### src/rtl/camera_lidar_obstacle_fusion_macros.svh
// ----------------------------------------------------------------------------
// camera lidar obstacle fusion assertion macros
// shared property forms for the fusion block
// ----------------------------------------------------------------------------
`ifndef CAMERA_LIDAR_OBSTACLE_FUSION_MACROS_SVH
`define CAMERA_LIDAR_OBSTACLE_FUSION_MACROS_SVH

`ifndef SYNTH
`define CLOF_ASSERT_IMP(label, clk, rst, ante, cons) \
   label: assert property (@(posedge clk) disable iff (rst) (ante) |-> (cons)) \
      else $error("clof assertion failed");
`define CLOF_ASSERT_NEXT(label, clk, rst, ante, cons) \
   label: assert property (@(posedge clk) disable iff (rst) (ante) |=> (cons)) \
      else $error("clof assertion failed");
`else
`define CLOF_ASSERT_IMP(label, clk, rst, ante, cons)
`define CLOF_ASSERT_NEXT(label, clk, rst, ante, cons)
`endif

`endif

### src/rtl/clof_ram.sv
// ----------------------------------------------------------------------------
// clof_ram
// generic single write port, single read port ram with registered read
// ----------------------------------------------------------------------------
module clof_ram #(
   parameter int  WIDTH = 8,
   parameter int  DEPTH = 16,
   localparam int AW    = (DEPTH > 1) ? $clog2(DEPTH) : 1
) (
   input  logic             clock,
   input  logic             we,
   input  logic [AW-1:0]    waddr,
   input  logic [WIDTH-1:0] wdata,
   input  logic [AW-1:0]    raddr,
   output logic [WIDTH-1:0] rdata
);
   logic [WIDTH-1:0] mem_ff [DEPTH];
   logic [WIDTH-1:0] rdata_ff;

   always_ff @(posedge clock) begin
      if (we) begin
         mem_ff[waddr] <= wdata;
      end
      rdata_ff <= mem_ff[raddr];
   end

   assign rdata = rdata_ff;
endmodule

### config.mk
export PLATFORM = sky130hd
export DESIGN_NAME = clof_ram
export DESIGN_NICKNAME = d
export VERILOG_FILES = /design/src/rtl/camera_lidar_obstacle_fusion_macros.svh /design/src/rtl/clof_ram.sv
export SDC_FILE = /design/constraint.sdc
export NUM_CORES = 1
export LEC_CHECK = 0
export BUFFER_PORTS_ARGS = -buffer_cell sky130_fd_sc_hd__clkbuf_2
export CELL_PAD_IN_SITES_DETAIL_PLACEMENT = 0
export CELL_PAD_IN_SITES_GLOBAL_PLACEMENT = 1
export CORE_MARGIN = 2
export CORE_UTILIZATION = 45
export CTS_CLUSTER_DIAMETER = 120
export CTS_CLUSTER_SIZE = 40
export DETAILED_ROUTE_END_ITERATION = 12
export PLACE_DENSITY_LB_ADDON = 0.1
export SYNTH_ARGS = -nofsm -noshare
export SYNTH_HDL_FRONTEND = slang
export SYNTH_SLANG_ARGS = --single-unit
### constraint.sdc
create_clock -name clock -period 3.05 [get_ports clock]
set_input_delay 0.61 -clock clock [delete_from_list [all_inputs] [get_ports clock]]
set_output_delay 0.61 -clock clock [all_outputs]
set_load 0.05 [all_outputs]
# [Word level (Yosys, flattened, before mapping)]
# Memory sizes are Yosys's and may differ from the RTL's. A register that Yosys moved wholly into a read port is not among the register bits.
# Index checks and enable logic that the tools add are counted.
[word_totals] input_bits=18 memories=1 mem_bits_rw=128 out_inout_bits=8 word_cells=3 ff_bits=0
[memory_table] memory="mem_ff" words=16 word_bits=8 read_ports=1 rd_clocked_by_memory_dff=1 wr=1 line_no="clof_ram.sv:17" source="logic [WIDTH-1:0] mem_ff [DEPTH];"
[op_classes] n_mux=2
[ops] cell="2-to-1 mux 1 bit" count=2

# [Longest topological paths before layout]
[depth] depth_word=2 depth_mapped=5 ltp_nobuf=3

# [Worst setup path before layout]
# No wires, ideal clock.
[synth_path] kind="input to register" start="input waddr[2]" end="memory mem_ff[0][0], enable pin" arrival_time_ps=1720 path_slack_ps=947 cell_stages=2 cell_sequence="or3b_2 > nor3_1"
[synth_lines] item="start, declared" line_no="clof_ram.sv:12" source="input logic [AW-1:0] waddr,"
[synth_lines] item="end, declared" line_no="clof_ram.sv:17"
# Straight into the memory's write port.

==> flow_summary.toml <==
[drt]
via_count = 2429
vias_per_cell = 5.53
routed_wl_um = 10100
drc = 0
ant_nets = 0
first_pass_iters = 4
drt-initial-drc-count = 169
wire_per_inst_um = 23.0

[worst_setup_path]
slowest_delay_ns = 0.63
worstSetupEndpointType = "register"
crit_path_start_kind = "input pin"
timing.setup.critical_path_class = "in -> reg"
cp_slowest_cell = "clkbuf_2"
path_cells = "clkbuf_2, buf_4, mux4_1, a22oi_1, nand2_1"
worst-endpoint-arrival_ns = 2.14
crit_required_ns = 3.34
cp_max_fo = 29
crit_family = "buffers and inverters"
crit_buf_inv = 2

[synthesis]
ys_top_cells_by_area = "edfxtp_1, mux4_2, mux4_1"
syn-num-nets = 247
avgSynthCellArea_um2 = 22.5
synthTopCellsByCount = "edfxtp_1, mux4_2, a22oi_1"
syn_area_um2 = 5150
synthCells = 229
synth_seq_cells = 136
async_reset_ff_frac = 0
yosysUniqueCellTypes = 19
synth_edf_count = 128
ys_warn_count = 0
synth_largest_area_cell = "edfxtp_1"
yosysMostFrequentCell = "edfxtp_1"
ys_seq_area_frac = 0.778
netlist.area_leader.share = 0.747
synth_flop_cell = "edfxtp_1"

[min_path]
holdCritPathClass = "in -> reg"

[clock_network]
clock_sinks = 136
clock_tree.root_cell = "clkbuf_16"
cts_setup_buffers = 0
htree_levels = 4
ctsHoldBuffers = 0
tritoncts = "built"
cts_made_buffers = 17
cts_resized = 0
insertion_delay_ns = 0.41
clockBufferDepth = 2
clk_pin_slew_ns = 0.06

[flow_run]
maxCapViolCount = 0

[floorplan]
die-area_um2 = 12300
row_count = 39
dieHeight_um = 111
core_region_area_um2 = 11300
die_w_um = 111
ios = 26
start_util = 0.457

[sta]
fin_worst_skew_ns = 0.00356
min_period_ns = 1.85
final_max_slew_viol_count = 0
maxSlewHeadroom = 0.442
fin_ws_ns = 1.20
setup_violations = 0
fin_crit_sh = 0.608
fmax_mhz = 540
hold_viol_final = 0
rsz0062_at_grt = "no"
tightest_slew_ns = 0.837
setup_tns_ns = 0

[global_routing]
antenna_found_initial = 0
grt_pass1_wl_um = 15200
overflow = 0
first_global_vias = 2543
grt_max_degree = 30
global_route.usage.total = 0.176

[placement]
place_ws_ns = 0.744
place_congestion = 0.714
dp_hpwl_um = 6310
io_buffer_count = 25

[power]
p_leak_nw = 2.10
power_density_nw_per_um2 = 722
peakVddDrop_mv = 0.449

[status]
status = "complete, no violations"

[finish]
diodes = 0
nNetsFinal = 301
area_delta_synth_final_pct = 19.5
drive_gt1_frac = 0.321
[worst reg2reg max path, stage by stage, from the launching register on]
cell      delay, ns
edfxtp_1       0.36
mux4_1         0.50
a22oi_1        0.30
nand2_1        0.08
[logic make-up (layout without fill, tap and decap cells)]
| kind of cell | Yosys count | in the layout | share of synthesized area |
|---|---|---|---|
| buffers and inverters | 10 | 77 | 0.0168 |
| AND/OR/NAND/NOR | 35 | 35 | 0.0318 |
| AO/OA/AOI/OAI | 16 | 16 | 0.0233 |
| multiplexers | 32 | 32 | 0.150 |
| flip-flops | 136 | 136 | 0.778 |
[worst paths after layout]
check                      end  depth (start not counted)           from  slack (ns)
setup reg to reg      rdata[3]                          3   mem_ff[9][3]        1.70
hold reg to reg       rdata[4]                          3  mem_ff[15][4]        0.66
hold / removal    mem_ff[2][4]                          1       wdata[4]        0.62
setup / recovery      rdata[3]                          5       raddr[1]        1.20
[state kept, by name, indices dropped and copies added (netlist names)]
register  count
mem_ff      128
rdata         8
[report_power, final]
part,leakage (nW),internal (mW),switching (mW)
sequential,1.22,2.09,0.0141
combinational,0.584,0.0831,0.148
clock,0.295,1.38,0.720
total,2.10,3.56,0.882
[layout make-up]
| cell class | instances | area, um^2 |
|---|---|---|
| clock buffers | 19 | 443 |
| clock inverters | 13 | 179 |
| fillers | 869 | 5120 |
| multi-input cells | 83 | 1060 |
| flip-flops and latches | 136 | 4000 |
| well taps | 143 | 179 |
| repair buffers | 45 | 288 |
[metal layers]
metal,track usage,wire length [um]
met5,0,0
met2,0.271,5110
met3,0.0394,386
met1,0.242,4420
met4,0.0808,164
[per-stage QoR]
step / cell area [um^2] / std cells / utilization / hold WS, ns / total power [mW]
floorplan: 5150 / 229 / - / 0.629 / 2.29
global placement: 5530 / 407 / 0.490 / 0.654 / 2.38
detailed placement: 5530 / 407 / 0.490 / 0.651 / 2.38
CTS: 6150 / 439 / 0.546 / 0.613 / 4.48
global route: 6150 / 439 / 0.546 / 0.643 / 4.59
finish: 6150 / 439 / 0.546 / 0.618 / 4.44
[cell usage in the layout (no fill, tap or decap)]
| cell | netlist | final |
|---|---|---|
| nand2_1 | 9 | 9 |
| edfxtp_1 | 128 | 128 |
| clkinv_2 | 0 | 4 |
| nand3b_1 | 2 | 2 |
| mux4_2 | 18 | 18 |
| or3b_2 | 1 | 1 |
| a22oi_1 | 16 | 16 |
| nand2b_1 | 2 | 2 |
| nor2_1 | 13 | 13 |
| clkbuf_2 | 0 | 25 |
| clkinvlp_4 | 0 | 4 |
| buf_12 | 0 | 1 |
| clkbuf_1 | 0 | 1 |
| buf_4 | 1 | 19 |
| mux4_1 | 14 | 14 |
| nand3_1 | 1 | 1 |
| nor3_1 | 4 | 4 |
| bufinv_16 | 0 | 4 |
| clkinv_4 | 0 | 1 |
| nor2b_1 | 1 | 1 |
| and2_1 | 1 | 1 |
| dfxtp_1 | 8 | 8 |
| and2b_1 | 1 | 1 |
| clkbuf_8 | 0 | 1 |
| clkbuf_16 | 0 | 17 |
Note: power is estimated with default switching activity, not from simulation.
